==> src/rtl/ytpq_pkg.sv <==
// Shared types, constants and cell addressing for the Young tableau queue.
// No dependencies.
`default_nettype none
package ytpq_pkg;
    localparam int SIDE   = 8;
    localparam int CELLS  = SIDE * SIDE;
    localparam int IDX_W  = $clog2(SIDE);
    localparam int ADDR_W = $clog2(CELLS);
    localparam int CNT_W  = $clog2(CELLS + 1);
    localparam int DIAG_W = IDX_W + 2;
    localparam int KEY_W  = 32;
    localparam logic signed [KEY_W-1:0] KEY_MAX = {1'b0, {(KEY_W-1){1'b1}}};

    typedef enum logic [1:0] {
        MODE_PUSH = 2'd0,
        MODE_POP  = 2'd1,
        MODE_FIND = 2'd2,
        MODE_NOP  = 2'd3
    } t_mode;

    typedef enum logic [1:0] {
        ST_DONE  = 2'd0,
        ST_FULL  = 2'd1,
        ST_EMPTY = 2'd2,
        ST_RSVD  = 2'd3
    } t_status;

    typedef enum logic [3:0] {
        S_IDLE, S_UP_RD, S_UP_LF, S_UP_EV, S_POP_RD, S_POP_LAST, S_POP_WR,
        S_DN_RD, S_DN_LO, S_DN_EV, S_FD_RD, S_FD_EV, S_KEY_WR, S_MIN_RD,
        S_MIN_CAP, S_FIN
    } t_state;

    typedef struct packed {
        logic                    re;
        logic                    we;
        logic [ADDR_W-1:0]       addr;
        logic signed [KEY_W-1:0] wdata;
    } t_mem_req;

    typedef struct packed {
        t_status                 status;
        logic                    found;
        logic signed [KEY_W-1:0] removed_value;
        logic signed [KEY_W-1:0] min_value;
        logic [CNT_W-1:0]        entry_count;
        logic                    is_empty;
        logic                    is_full;
    } t_result;

    function automatic logic [ADDR_W-1:0] cell_addr(input logic [IDX_W-1:0] row,
                                                    input logic [IDX_W-1:0] col);
        logic [ADDR_W:0] a;
        a = (ADDR_W+1)'(row) * (ADDR_W+1)'(SIDE) + (ADDR_W+1)'(col);
        return a[ADDR_W-1:0];
    endfunction
endpackage
`default_nettype wire

==> src/rtl/ytpq_ram.sv <==
// Generic single-port RAM with registered read data.
// No dependencies.
`default_nettype none
module ytpq_ram #(
    parameter int WIDTH = 32,
    parameter int DEPTH = 64
) (
    input  wire logic                     i_clk,
    input  wire logic                     i_we,
    input  wire logic [$clog2(DEPTH)-1:0] i_addr,
    input  wire logic [WIDTH-1:0]         i_wdata,
    output logic      [WIDTH-1:0]         o_rdata
);
    logic [WIDTH-1:0] r_mem [DEPTH];

    always_ff @(posedge i_clk) begin
        if (i_we) begin
            r_mem[i_addr] <= i_wdata;
        end
        o_rdata <= r_mem[i_addr];
    end
endmodule
`default_nettype wire

==> src/rtl/ytpq_seq.sv <==
// Sequencer: push, pop and find walks over the cell RAM, fill position and count.
// Depends on ytpq_pkg.
`default_nettype none
module ytpq_seq (
    input  wire logic                             i_clk,
    input  wire logic                             i_rst_n,
    input  wire logic                             i_start,
    input  wire logic [1:0]                       i_mode,
    input  wire logic signed [ytpq_pkg::KEY_W-1:0] i_key,
    output logic                                  o_idle,
    input  wire logic                             i_slot_free,
    output logic                                  o_done,
    output ytpq_pkg::t_result                     o_res,
    output ytpq_pkg::t_mem_req                    o_mem,
    input  wire logic [ytpq_pkg::KEY_W-1:0]       i_rdata
);
    localparam int IW = ytpq_pkg::IDX_W;
    localparam int DW = ytpq_pkg::DIAG_W;
    localparam logic [IW-1:0] LAST_IDX = IW'(ytpq_pkg::SIDE - 1);
    localparam logic signed [IW:0] LAST_ROW = (IW+1)'(ytpq_pkg::SIDE - 1);

    ytpq_pkg::t_state r_state, n_state;
    logic signed [IW:0] r_lr, n_lr;
    logic [IW-1:0] r_lc, n_lc, r_cr, n_cr, r_cc, n_cc;
    logic signed [IW:0] r_fr, n_fr;
    logic [ytpq_pkg::CNT_W-1:0] r_cnt, n_cnt;
    logic signed [ytpq_pkg::KEY_W-1:0] r_key, n_key, r_a, n_a, r_rem, n_rem, r_min, n_min;
    ytpq_pkg::t_status r_st, n_st;
    logic r_found, n_found;
    logic [ytpq_pkg::CELLS-1:0] r_valid;
    logic r_rd_vld;
    logic signed [ytpq_pkg::KEY_W-1:0] q, bv;
    logic signed [DW-1:0] diag;
    logic mv_a, mv_b;

    assign q = r_rd_vld ? $signed(i_rdata) : ytpq_pkg::KEY_MAX;

    always_ff @(posedge i_clk) begin
        if (!i_rst_n) begin
            r_state <= ytpq_pkg::S_IDLE;
            r_lr    <= '1;
            r_lc    <= '0;
            r_cnt   <= '0;
            r_valid <= '0;
        end else begin
            r_state <= n_state;
            r_lr    <= n_lr;
            r_lc    <= n_lc;
            r_cnt   <= n_cnt;
            if (o_mem.we) begin
                r_valid[o_mem.addr] <= 1'b1;
            end
        end
        r_rd_vld <= r_valid[o_mem.addr];
        r_cr <= n_cr; r_cc <= n_cc; r_fr <= n_fr;
        r_key <= n_key; r_a <= n_a; r_rem <= n_rem; r_min <= n_min;
        r_st <= n_st; r_found <= n_found;
    end

    always_comb begin
        n_state = r_state; n_lr = r_lr; n_lc = r_lc; n_cnt = r_cnt;
        n_cr = r_cr; n_cc = r_cc; n_fr = r_fr; n_key = r_key; n_a = r_a;
        n_rem = r_rem; n_min = r_min; n_st = r_st; n_found = r_found;
        o_mem = '0; o_done = 1'b0; bv = r_key; mv_a = 1'b0; mv_b = 1'b0;
        diag = '0;
        unique case (r_state)
            ytpq_pkg::S_IDLE: begin
                if (i_start) begin
                    n_st = ytpq_pkg::ST_DONE; n_found = 1'b0; n_rem = '0;
                    n_key = i_key; n_state = ytpq_pkg::S_MIN_RD;
                    unique case (ytpq_pkg::t_mode'(i_mode))
                        ytpq_pkg::MODE_PUSH: begin
                            if (r_cnt == ytpq_pkg::CNT_W'(ytpq_pkg::CELLS)) begin
                                n_st = ytpq_pkg::ST_FULL;
                            end else begin
                                diag = DW'(r_lr) + DW'({1'b0, r_lc}) + DW'(1);
                                if (r_lr == LAST_ROW) begin
                                    n_lr = (IW+1)'(diag - DW'(ytpq_pkg::SIDE) + DW'(1));
                                    n_lc = LAST_IDX;
                                end else if (r_lc == '0) begin
                                    n_lr = '0; n_lc = IW'(diag);
                                end else begin
                                    n_lr = r_lr + 1'b1; n_lc = r_lc - 1'b1;
                                end
                                n_cr = IW'(n_lr); n_cc = n_lc;
                                n_cnt = r_cnt + 1'b1;
                                n_state = ytpq_pkg::S_UP_RD;
                            end
                        end
                        ytpq_pkg::MODE_POP: begin
                            if (r_cnt == '0) begin
                                n_st = ytpq_pkg::ST_EMPTY;
                            end else begin
                                n_cnt = r_cnt - 1'b1;
                                n_state = ytpq_pkg::S_POP_RD;
                            end
                        end
                        ytpq_pkg::MODE_FIND: begin
                            if (r_cnt != '0) begin
                                diag = DW'(r_lr) + DW'({1'b0, r_lc});
                                n_fr = (diag > DW'(ytpq_pkg::SIDE - 1)) ?
                                       (IW+1)'(ytpq_pkg::SIDE - 1) : (IW+1)'(diag);
                                n_cc = '0;
                                n_state = ytpq_pkg::S_FD_RD;
                            end
                        end
                        default: ;
                    endcase
                end
            end
            ytpq_pkg::S_UP_RD: begin
                o_mem.re = 1'b1; o_mem.addr = ytpq_pkg::cell_addr(r_cr - 1'b1, r_cc);
                n_state = ytpq_pkg::S_UP_LF;
            end
            ytpq_pkg::S_UP_LF: begin
                n_a = q;
                o_mem.re = 1'b1; o_mem.addr = ytpq_pkg::cell_addr(r_cr, r_cc - 1'b1);
                n_state = ytpq_pkg::S_UP_EV;
            end
            ytpq_pkg::S_UP_EV: begin
                if (r_cr != '0 && r_key < r_a) begin
                    bv = r_a; mv_a = 1'b1;
                end
                if (r_cc != '0 && bv < q) begin
                    mv_b = 1'b1; mv_a = 1'b0;
                end
                if (mv_a || mv_b) begin
                    o_mem.we = 1'b1; o_mem.addr = ytpq_pkg::cell_addr(r_cr, r_cc);
                    o_mem.wdata = mv_b ? q : r_a;
                    if (mv_a) n_cr = r_cr - 1'b1; else n_cc = r_cc - 1'b1;
                    n_state = ytpq_pkg::S_UP_RD;
                end else begin
                    n_state = ytpq_pkg::S_KEY_WR;
                end
            end
            ytpq_pkg::S_POP_RD: begin
                o_mem.re = 1'b1; o_mem.addr = '0;
                n_state = ytpq_pkg::S_POP_LAST;
            end
            ytpq_pkg::S_POP_LAST: begin
                n_rem = q;
                o_mem.re = 1'b1; o_mem.addr = ytpq_pkg::cell_addr(IW'(r_lr), r_lc);
                n_state = ytpq_pkg::S_POP_WR;
            end
            ytpq_pkg::S_POP_WR: begin
                n_key = (r_lr == '0 && r_lc == '0) ? ytpq_pkg::KEY_MAX : q;
                o_mem.we = 1'b1; o_mem.addr = ytpq_pkg::cell_addr(IW'(r_lr), r_lc);
                o_mem.wdata = ytpq_pkg::KEY_MAX;
                diag = DW'(r_lr) + DW'({1'b0, r_lc}) - DW'(1);
                if (r_lr == '0) begin
                    n_lr = (IW+1)'(diag); n_lc = '0;
                end else if (r_lc == LAST_IDX) begin
                    n_lr = LAST_ROW;
                    n_lc = IW'(diag - DW'(ytpq_pkg::SIDE) + DW'(1));
                end else begin
                    n_lr = r_lr - 1'b1; n_lc = r_lc + 1'b1;
                end
                n_cr = '0; n_cc = '0;
                n_state = ytpq_pkg::S_DN_RD;
            end
            ytpq_pkg::S_DN_RD: begin
                o_mem.re = 1'b1; o_mem.addr = ytpq_pkg::cell_addr(r_cr, r_cc + 1'b1);
                n_state = ytpq_pkg::S_DN_LO;
            end
            ytpq_pkg::S_DN_LO: begin
                n_a = q;
                o_mem.re = 1'b1; o_mem.addr = ytpq_pkg::cell_addr(r_cr + 1'b1, r_cc);
                n_state = ytpq_pkg::S_DN_EV;
            end
            ytpq_pkg::S_DN_EV: begin
                if (r_cc != LAST_IDX && r_a < r_key) begin
                    bv = r_a; mv_a = 1'b1;
                end
                if (r_cr != LAST_IDX && q < bv) begin
                    mv_b = 1'b1; mv_a = 1'b0;
                end
                if (mv_a || mv_b) begin
                    o_mem.we = 1'b1; o_mem.addr = ytpq_pkg::cell_addr(r_cr, r_cc);
                    o_mem.wdata = mv_b ? q : r_a;
                    if (mv_a) n_cc = r_cc + 1'b1; else n_cr = r_cr + 1'b1;
                    n_state = ytpq_pkg::S_DN_RD;
                end else begin
                    n_state = ytpq_pkg::S_KEY_WR;
                end
            end
            ytpq_pkg::S_FD_RD: begin
                o_mem.re = 1'b1; o_mem.addr = ytpq_pkg::cell_addr(IW'(r_fr), r_cc);
                n_state = ytpq_pkg::S_FD_EV;
            end
            ytpq_pkg::S_FD_EV: begin
                n_state = ytpq_pkg::S_FD_RD;
                if (r_key < q) begin
                    n_fr = r_fr - 1'b1;
                    if (r_fr == '0) n_state = ytpq_pkg::S_MIN_RD;
                end else if (r_key > q) begin
                    n_cc = r_cc + 1'b1;
                    if (r_cc == LAST_IDX) n_state = ytpq_pkg::S_MIN_RD;
                end else begin
                    n_found = 1'b1; n_state = ytpq_pkg::S_MIN_RD;
                end
            end
            ytpq_pkg::S_KEY_WR: begin
                o_mem.we = 1'b1; o_mem.addr = ytpq_pkg::cell_addr(r_cr, r_cc);
                o_mem.wdata = r_key;
                n_state = ytpq_pkg::S_MIN_RD;
            end
            ytpq_pkg::S_MIN_RD: begin
                o_mem.re = 1'b1; o_mem.addr = '0;
                n_state = ytpq_pkg::S_MIN_CAP;
            end
            ytpq_pkg::S_MIN_CAP: begin
                n_min = q; n_state = ytpq_pkg::S_FIN;
            end
            ytpq_pkg::S_FIN: begin
                if (i_slot_free) begin
                    o_done = 1'b1; n_state = ytpq_pkg::S_IDLE;
                end
            end
            default: n_state = ytpq_pkg::S_IDLE;
        endcase
    end

    assign o_idle = (r_state == ytpq_pkg::S_IDLE);

    always_comb begin
        o_res.status        = r_st;
        o_res.found         = r_found;
        o_res.removed_value = r_rem;
        o_res.min_value     = r_min;
        o_res.entry_count   = r_cnt;
        o_res.is_empty      = (r_cnt == '0);
        o_res.is_full       = (r_cnt == ytpq_pkg::CNT_W'(ytpq_pkg::CELLS));
    end
endmodule
`default_nettype wire

==> src/rtl/young_tableau_priority_queue_top.sv <==
// Young tableau min-priority queue: sequencer, cell RAM and result register.
// Depends on ytpq_pkg, ytpq_seq, ytpq_ram.
//
// Input channel (i_valid/o_ready) takes one item: mode and key. Modes are
// push, pop minimum and find. Output channel (o_valid/i_ready) gives one
// result per item: status, found flag, removed minimum, new minimum, count and
// empty/full flags.
// Cells live in a single-port RAM with registered read data; each sift step
// is two neighbor reads and one compare/write, each find step one read and
// one compare. Push sifts up to 2*SIDE steps and find walks up to 2*SIDE
// steps; rejects and unused modes go straight to reading the new minimum.
// One item is in work at a time; o_ready is high while the sequencer is idle,
// also while an earlier result still waits in the output register.
// A stalled receiver holds the result; a finished item waits in its last
// state until the output register is free.
// Reset clears the fill position, count and per-cell valid bits, so every
// cell reads as the largest value at once; no clearing pass is needed.
`default_nettype none
module young_tableau_priority_queue_top (
    input  wire logic                             i_clk,
    input  wire logic                             i_rst_n,
    input  wire logic                             i_valid,
    output logic                                  o_ready,
    input  wire logic [1:0]                       i_mode,
    input  wire logic signed [ytpq_pkg::KEY_W-1:0] i_key,
    output logic                                  o_valid,
    input  wire logic                             i_ready,
    output logic [1:0]                            o_status,
    output logic                                  o_found,
    output logic signed [ytpq_pkg::KEY_W-1:0]     o_removed_value,
    output logic signed [ytpq_pkg::KEY_W-1:0]     o_min_value,
    output logic [ytpq_pkg::CNT_W-1:0]            o_entry_count,
    output logic                                  o_is_empty,
    output logic                                  o_is_full
);
    logic idle, done, slot_free;
    ytpq_pkg::t_result res, r_res;
    ytpq_pkg::t_mem_req mem;
    logic [ytpq_pkg::KEY_W-1:0] rdata;
    logic r_valid;

    assign slot_free = !r_valid || i_ready;
    assign o_ready   = idle;

    ytpq_seq u_seq (
        .i_clk(i_clk), .i_rst_n(i_rst_n), .i_start(i_valid && idle),
        .i_mode(i_mode), .i_key(i_key), .o_idle(idle), .i_slot_free(slot_free),
        .o_done(done), .o_res(res), .o_mem(mem), .i_rdata(rdata)
    );

    ytpq_ram #(.WIDTH(ytpq_pkg::KEY_W), .DEPTH(ytpq_pkg::CELLS)) u_ram (
        .i_clk(i_clk), .i_we(mem.we), .i_addr(mem.addr),
        .i_wdata(mem.wdata), .o_rdata(rdata)
    );

    always_ff @(posedge i_clk) begin
        if (!i_rst_n) begin
            r_valid <= 1'b0;
        end else if (done) begin
            r_valid <= 1'b1;
        end else if (i_ready) begin
            r_valid <= 1'b0;
        end
        if (done) begin
            r_res <= res;
        end
    end

    assign o_valid         = r_valid;
    assign o_status        = r_res.status;
    assign o_found         = r_res.found;
    assign o_removed_value = r_res.removed_value;
    assign o_min_value     = r_res.min_value;
    assign o_entry_count   = r_res.entry_count;
    assign o_is_empty      = r_res.is_empty;
    assign o_is_full       = r_res.is_full;
endmodule
`default_nettype wire

==> config.mk <==
export PLATFORM = sky130hd
export DESIGN_NAME = young_tableau_priority_queue_top
export DESIGN_NICKNAME = d
export VERILOG_FILES = /design/src/rtl/ytpq_pkg.sv /design/src/rtl/ytpq_ram.sv /design/src/rtl/ytpq_seq.sv /design/src/rtl/young_tableau_priority_queue_top.sv
export SDC_FILE = /design/constraint.sdc
export NUM_CORES = 2
export LEC_CHECK = 0
export BUFFER_PORTS_ARGS = -buffer_cell sky130_fd_sc_hd__buf_2
export CORE_MARGIN = 1
export CORE_UTILIZATION = 45
export DETAILED_ROUTE_END_ITERATION = 8
export PLACE_DENSITY = 0.73
export RECOVER_POWER = 50
export SYNTH_ARGS = -nofsm -noshare
export SYNTH_HDL_FRONTEND = slang
export SYNTH_SLANG_ARGS = --single-unit
==> constraint.sdc <==
create_clock -name i_clk -period 7.8 [get_ports i_clk]
set_input_delay 1.56 -clock i_clk [delete_from_list [all_inputs] [get_ports i_clk]]
set_output_delay 1.56 -clock i_clk [all_outputs]
set_load 0.02 [all_outputs]
# After elaboration in Yosys (flattened, before gate mapping)
# Memory sizes are Yosys's and may differ from the RTL's. A register that Yosys moved wholly into a read port is not among the register bits.
# Index checks and enable logic that the tools add are counted.
# op_classes
add_sub_neg,25
order_cmp,9
n_eq_ne,44
n_mux,100
bitwise_logic,1
n_reduce_logical,40
# op_table
op,n
$mux 32,10
$lt 32x32->1,5
$pmux 32 s2,2
$pmux 32 s4,1
$mux 4,20
$mux 39,2
$mux 3,25
$or 64x64->64,1
$pmux 4 s16,1
$pmux 6 s9,1
$add 6x3->6,7
$eq 4x4->1 const B,9
$gt 32x32->1,1
$mux 1,22
$ne 2x1->1 const B,10
$eq 4x3->1 const B,4
$ne 2x2->1 const B,8
$pmux 4 s2,2
$pmux 3 s5,1
$mux 7,2
$pmux 7 s2,1
$logic_not 4->1,3
$pmux 3 s2,2
$pmux 3 s4,1
46 further kinds,78
# totals
reg_bits,301
ramBits,2048
inputBits,38
out_inout_bits,78
wordCells,243
memories,1
# mem_list
memory,words,width,rd,rd_ports_with_merged_regs,write_ports,line_no,source
u_ram.r_mem,64,32,1,1,1,ytpq_ram.sv:14,logic [WIDTH-1:0] r_mem [DEPTH];

# Longest topological paths before layout
# depth
word_depth,16
mapped_depth,31
ltp_nobuf,23

# Cells and area by module
# From an unflattened synthesis, not the netlist that was laid out.
# unflattened
hier_cells,6221
hier_area_um2,96467.5
# by_module_without_submodules
mod,instances,cells_each,area_per_inst_um2,seq_area_each_um2
ytpq_ram,1,4370,78615.4,62139.6
ytpq_seq,1,1770,15514.9,5895.7
young_tableau_priority_queue_top,1,81,2337.2,2302.2

# Least setup slack after synthesis
# Ideal clock, no wire load.
# synth_timing
kind,register to register
startpoint,reg u_seq.r_a[30] in the netlist's numbering
endpoint,"mem u_ram.r_mem[57][0], enable pin"
setup_time_ns,0.423
t_arrival_ns,7.759
t_required_ns,7.377
setup_slack_ns,-0.382
path_stages_with_launch,27
n_path_buf,8
path_cell_list,edfxtp_1 -> ha_1 -> a21oi_1 -> nand2_1 -> a221o_1 -> nor3_1 -> o31a_1 -> clkbuf_1 -> clkbuf_1 -> clkbuf_1 -> o21ai_0 -> ha_1 -> a21oi_1 -> nand2_1 -> a2111o_1 -> or3_1 -> and4bb_1 -> o2111ai_2 -> and3_1 -> buf_2 -> o21ai_2 -> buf_2 -> buf_2 -> buf_2 -> buf_1 -> nand2_1 -> nor2_1
# synth_between
elab_chain_len,13
elab_cells_between_ends,30
# synth_lines
element,line_no,source
from (decl),ytpq_seq.sv:27,"logic signed [ytpq_pkg::KEY_W-1:0] r_key, n_key, r_a, n_a, r_rem, n_rem, r_min, n_min;"
from (signal assigned),ytpq_seq.sv:56,r_key <= n_key; r_a <= n_a; r_rem <= n_rem; r_min <= n_min;
$lt 32x32->1 (on tied branches),"ytpq_seq.sv:171, ytpq_seq.sv:121",
$logic_and 1x1->1 (on tied branches),"ytpq_seq.sv:171, ytpq_seq.sv:121",
$mux 32 (on tied branches),"ytpq_seq.sv:171, ytpq_seq.sv:121",
$mux 32,ytpq_seq.sv:66,unique case (r_state)
$lt 32x32->1 (on tied branches),"ytpq_seq.sv:174, ytpq_seq.sv:124",
$logic_and 1x1->1 (on tied branches),"ytpq_seq.sv:174, ytpq_seq.sv:124",
$mux 1 (on tied branches),"ytpq_seq.sv:174, ytpq_seq.sv:124",
$mux 1,ytpq_seq.sv:66,
$logic_or 1x1->1 (on tied branches),"ytpq_seq.sv:177, ytpq_seq.sv:127",
$mux 39 (on tied branches),"ytpq_seq.sv:177, ytpq_seq.sv:127",
$pmux 1 s3,ytpq_seq.sv:66,
$mux 1,ytpq_ram.sv:17,if (i_we) begin
$mux 1 (implied by the code),ytpq_ram.sv:18,r_mem[i_addr] <= i_wdata;
to (decl),ytpq_ram.sv:14,
# Parallel ways exist; a longest one is shown, timed or not. The select of a mux whose other input is x is not followed.

# Final worst setup path
# layout_timing
startpoint,reg u_seq.r_key[23] in the netlist's numbering
endpoint,reg u_ram.o_rdata[13] (read register of u_ram.r_mem)
# layout_between
elab_chain_len,11
elab_cells_between_ends,27
# layout_lines
element,line_no,source
from (decl),ytpq_seq.sv:27,
from (signal assigned),ytpq_seq.sv:56,
$lt 32x32->1 (on tied branches),"ytpq_seq.sv:171, ytpq_seq.sv:121",
$logic_and 1x1->1 (on tied branches),"ytpq_seq.sv:171, ytpq_seq.sv:121",
$mux 32 (on tied branches),"ytpq_seq.sv:171, ytpq_seq.sv:121",
$mux 32,ytpq_seq.sv:66,
$lt 32x32->1 (on tied branches),"ytpq_seq.sv:174, ytpq_seq.sv:124",
$logic_and 1x1->1 (on tied branches),"ytpq_seq.sv:174, ytpq_seq.sv:124",
$mux 1 (on tied branches),"ytpq_seq.sv:174, ytpq_seq.sv:124",
$mux 1,ytpq_seq.sv:66,
$logic_or 1x1->1 (on tied branches),"ytpq_seq.sv:177, ytpq_seq.sv:127",
$mux 39 (on tied branches),"ytpq_seq.sv:177, ytpq_seq.sv:127",
$pmux 6 s9 *,ytpq_seq.sv:66,
to (decl),ytpq_ram.sv:12,output logic [WIDTH-1:0] o_rdata
# Mark *: on every way between the ends. The rest lies on a longest branch, timed or not. The select of a mux whose other input is x is not followed.
# A chain may end at the register's enable or synchronous reset.

==> results.json <==
{
  "worstHoldEndpoint": "o_min_value[6]",
  "clock_path_buffers": 3,
  "grt-ovfl-total": 0,
  "required_ns": 8.38,
  "drt_pass1_iterations": 8,
  "worst_pin_slew_ns": 3.78,
  "syn-num-nets": 6612,
  "worst_hold_startpoint": "u_seq.r_min[6]",
  "ant_nets": 0,
  "hold_depth": 0,
  "synth_flop_cell": "edfxtp_1",
  "r2r_cells": 32,
  "drt_iter0_drc": 11600,
  "synth_edf_count": 2265,
  "synthSimpleGateAreaFrac_pct": 5.44,
  "status": "finished with violations",
  "io_buffers": 115,
  "clock-sinks": 2381,
  "syn_area_um2": 97000,
  "vias_per_cell": 6.57,
  "rows": 170,
  "synth_fa_ha_area_share_pct": 2.01,
  "cp_top_family": "compound AO/OA/AOI/OAI gates",
  "clkSlewWorstSetupHoldPaths_ns": 0.06,
  "end_kind": "flip-flop",
  "ys_types": 99,
  "worstPathMaxFanout": 22,
  "coreArea_um2": 214000,
  "fin_nets": 7436,
  "grt_start_max_net_pins": 77,
  "routedWlPerCell_um": 33.8,
  "synth_top_family_by_area": "compound AO/OA/AOI/OAI gates",
  "ys_seq_area_share_pct": 72.5,
  "use_met3_pct": 9.65,
  "irDropWorstVdd_mv": 0.416,
  "met2_usage_pct": 45.9,
  "setup-violations-final": 1,
  "synth_xor_area_share_pct": 0.217,
  "layout_min_cycle_time_ns": 7.83,
  "max_slew_margin_pct": -152,
  "synth_top_area_share_pct": 70.1,
  "crit_path_max_incr_delay_ns": 0.58,
  "dpl_cell_area_um2": 109000,
  "dieArea_um2": 217000,
  "drc": 0,
  "multi_input_area_um2": 25800,
  "fillCellCount": 16600,
  "clockRootBuffer": "clkbuf_16",
  "dp_hpwl_um": 226000,
  "path_common_cell": "buf_4",
  "die_w_um": 466,
  "hold_viol": 0,
  "setup_tns_ns": -0.0312,
  "cellPowerDensity_nw_per_um2": 493,
  "async_reset_ff_share_pct": 0,
  "seqCellArea_um2": 70300,
  "synth_compound_area_share_pct": 11.5,
  "synth_cells": 6419,
  "ys_top_cells_by_area": "edfxtp_1, mux2i_1, mux2_2",
  "setup_slack_ns": -0.0312,
  "rrSetupSlack_ns": -0.03,
  "r2r_end": "u_ram.o_rdata[13]",
  "crit_type": "flip-flop to flip-flop",
  "gp_congestion": 1.02,
  "htreeDepth": 4,
  "postSynthAreaPerCell_um2": 15.1,
  "use_met1_pct": 40.4,
  "cellLeakagePower_nw": 41.0,
  "maxClockFrequency_mhz": 128,
  "fin_crit_sh_pct": 100,
  "hold_class": "flip-flop to flip-flop",
  "syn2layout_area_growth_pct": 21.2,
  "routed_wl_um": 348000,
  "start_kind": "flip-flop",
  "vias": 67700,
  "drv_cap": 7,
  "drive_above_1_share_pct": 22.4,
  "ys_warn_count": 0,
  "busiest_layer": "met2",
  "synth.area.mux_share_pct": 6.03,
  "die_h_um": 466,
  "initial_core_util_pct": 45.2,
  "worst-endpoint-arrival_ns": 8.41,
  "first_global_vias": 64000,
  "finalMaxSlewViolations": 276,
  "track_usage_pct": 31.1,
  "antenna_found_initial": 17,
  "crit_buf_inv": 10,
  "violations": "capacitance limit, slew limit, setup timing",
  "cp_slowest_cell": "nand4_1",
  "ys_seq_elements": 2381,
  "clkLatencyLatePin_ns": 0.93,
  "cts_buffers": 228,
  "cts_tree": "done",
  "reg2reg_from": "u_seq.r_key[23]",
  "io_pins": 116,
  "synth_area_leader_cell": "edfxtp_1",
  "finClkSkew_ns": 0.0978,
  "stdcell_area_um2": 118000,
  "grt_pass1_wl_um": 479000
}
-- cell families after synthesis --
logic type               Yosys count
XOR/XNOR                          24
multiplexers                     556
adder cells (fa/ha/maj)          155
AO/OA/AOI/OAI                   1610
flip-flops                      2381
buffers and inverters            510
AND/OR/NAND/NOR                 1183
-- layout by cell type, fill, tap and decap left out, types with 49 or more instances in the layout --
cell type	instances
ha_1	153
nor2_4	71
o22ai_1	96
dfxtp_1	116
o211ai_1	62
buf_12	202
o21ai_0	127
buf_4	639
o21a_1	78
clkbuf_16	236
nand3_1	91
a31oi_1	90
a221oi_1	55
a21oi_1	370
nand2_1	550
mux2i_1	336
edfxtp_1	2265
mux2_2	214
inv_1	92
clkbuf_1	150
o2bb2ai_1	49
a22oi_1	233
nor2_1	196
a22o_1	51
-- cell usage after synthesis, types with 16 or more instances --
cell,instances
nor3_1,31
a31oi_1,92
nand3_1,92
a21o_1,28
edfxtp_1,2265
o2bb2ai_1,49
o221ai_1,35
mux2i_1,337
a21oi_1,377
nand2b_1,16
ha_1,153
a211o_1,19
a22oi_1,239
nor2b_1,46
o211ai_1,62
o31a_1,16
dfxtp_1,116
buf_2,183
mux2_2,214
a2111oi_0,22
nand4_1,48
o21a_1,78
nand2_1,557
a222oi_1,17
a32oi_1,44
inv_1,92
clkbuf_1,184
a221o_1,16
a22o_1,51
buf_1,31
o31ai_1,24
and3_1,17
nor2_1,276
o22ai_1,97
a211oi_1,40
a221oi_1,59
nor4_1,20
o21ai_0,162
-- metal layers --
metal	part of all wire, %	vias to the layer above
li1	-	27000
met1	35	33300
met2	43	6053
met3	15	1269
met4	6.9	16
met5	0.082	-
-- stage by stage --
step	std cells	hold WS, ns	setup slack (ns)	total power, mW	utilization (%)
floorplan	6419	0.400	-0.382	29.9	-
global placement	9817	0.402	-0.743	44.4	51.0
detailed placement	9817	0.405	-0.777	44.7	51.0
CTS	10300	0.419	0.00489	56.2	54.7
global route	10300	0.421	-0.0396	58.8	54.8
finish	10300	0.418	-0.0312	58.0	54.9
-- worst reg2reg max path, delay by kind of cell (launching register included) --
family                     cells  cell delay (ns)
AOI/OAI and AO/OA             10             2.60
adders and majority gates      2             0.54
buffers and inverters         10             1.75
DFF                            1             0.44
and+or+nand+nor               10             2.20
-- worst max path at each step --
stage,slack (ns),start,endpoint,cells after the start
2_1_floorplan,-0.38,u_seq.r_a[30],u_ram.r_mem[57][0],26
3_3_place_gp,-0.74,u_seq.r_key[19],u_ram.o_rdata[13],31
3_5_place_dp,-0.78,u_seq.r_key[19],u_ram.o_rdata[13],31
4_1_cts,0.005,u_seq.r_key[19],u_ram.o_rdata[13],29
5_1_grt,-0.04,u_seq.r_key[23],u_ram.o_rdata[13],33
6_report,-0.03,u_seq.r_key[23],u_ram.o_rdata[13],32
-- final cells by class --
| type | instances | share of cell area (%) |
|---|---|---|
| flip-flops and latches | 2381 | 59.8 |
| repair buffers | 1010 | 8.42 |
| well taps | 2838 | 3.02 |
| inverters | 94 | 0.300 |
| diodes | 12 | 0.0255 |
| multi-input cells | 3528 | 21.9 |
| clock buffers | 286 | 5.20 |
| clock inverters | 146 | 1.33 |
-- power by group --
group / total (mW) / switching, mW / internal, mW
sequential: 16.6 / 0.444 / 16.1
clock: 11.3 / 5.00 / 6.30
combinational: 30.1 / 19.7 / 10.5
total: 58.0 / 25.1 / 32.9
-- registers in the layout, summed over array words and instances (netlist names), 7 cells and up --
name	count
u_seq.r_cnt	7
u_seq.r_valid	64
o_entry_count	7
u_seq.r_key	32
u_seq.r_min	32
u_seq.r_rem	32
u_ram.r_mem	2048
u_ram.o_rdata	32
o_min_value	32
o_removed_value	32
u_seq.r_a	32
-- timing repair --
item / 4_1_cts / 5_1_grt
hold endpoints to repair: 0 / 0
setup endpoints to repair: 29 / 245
pin swaps: 9 / 29
hold buffers: 0 / 0
buffers inserted: 4 / 24
resized for setup: 40 / 47
cloned: 1 / 5
Note: power is estimated with default switching activity, not from simulation.
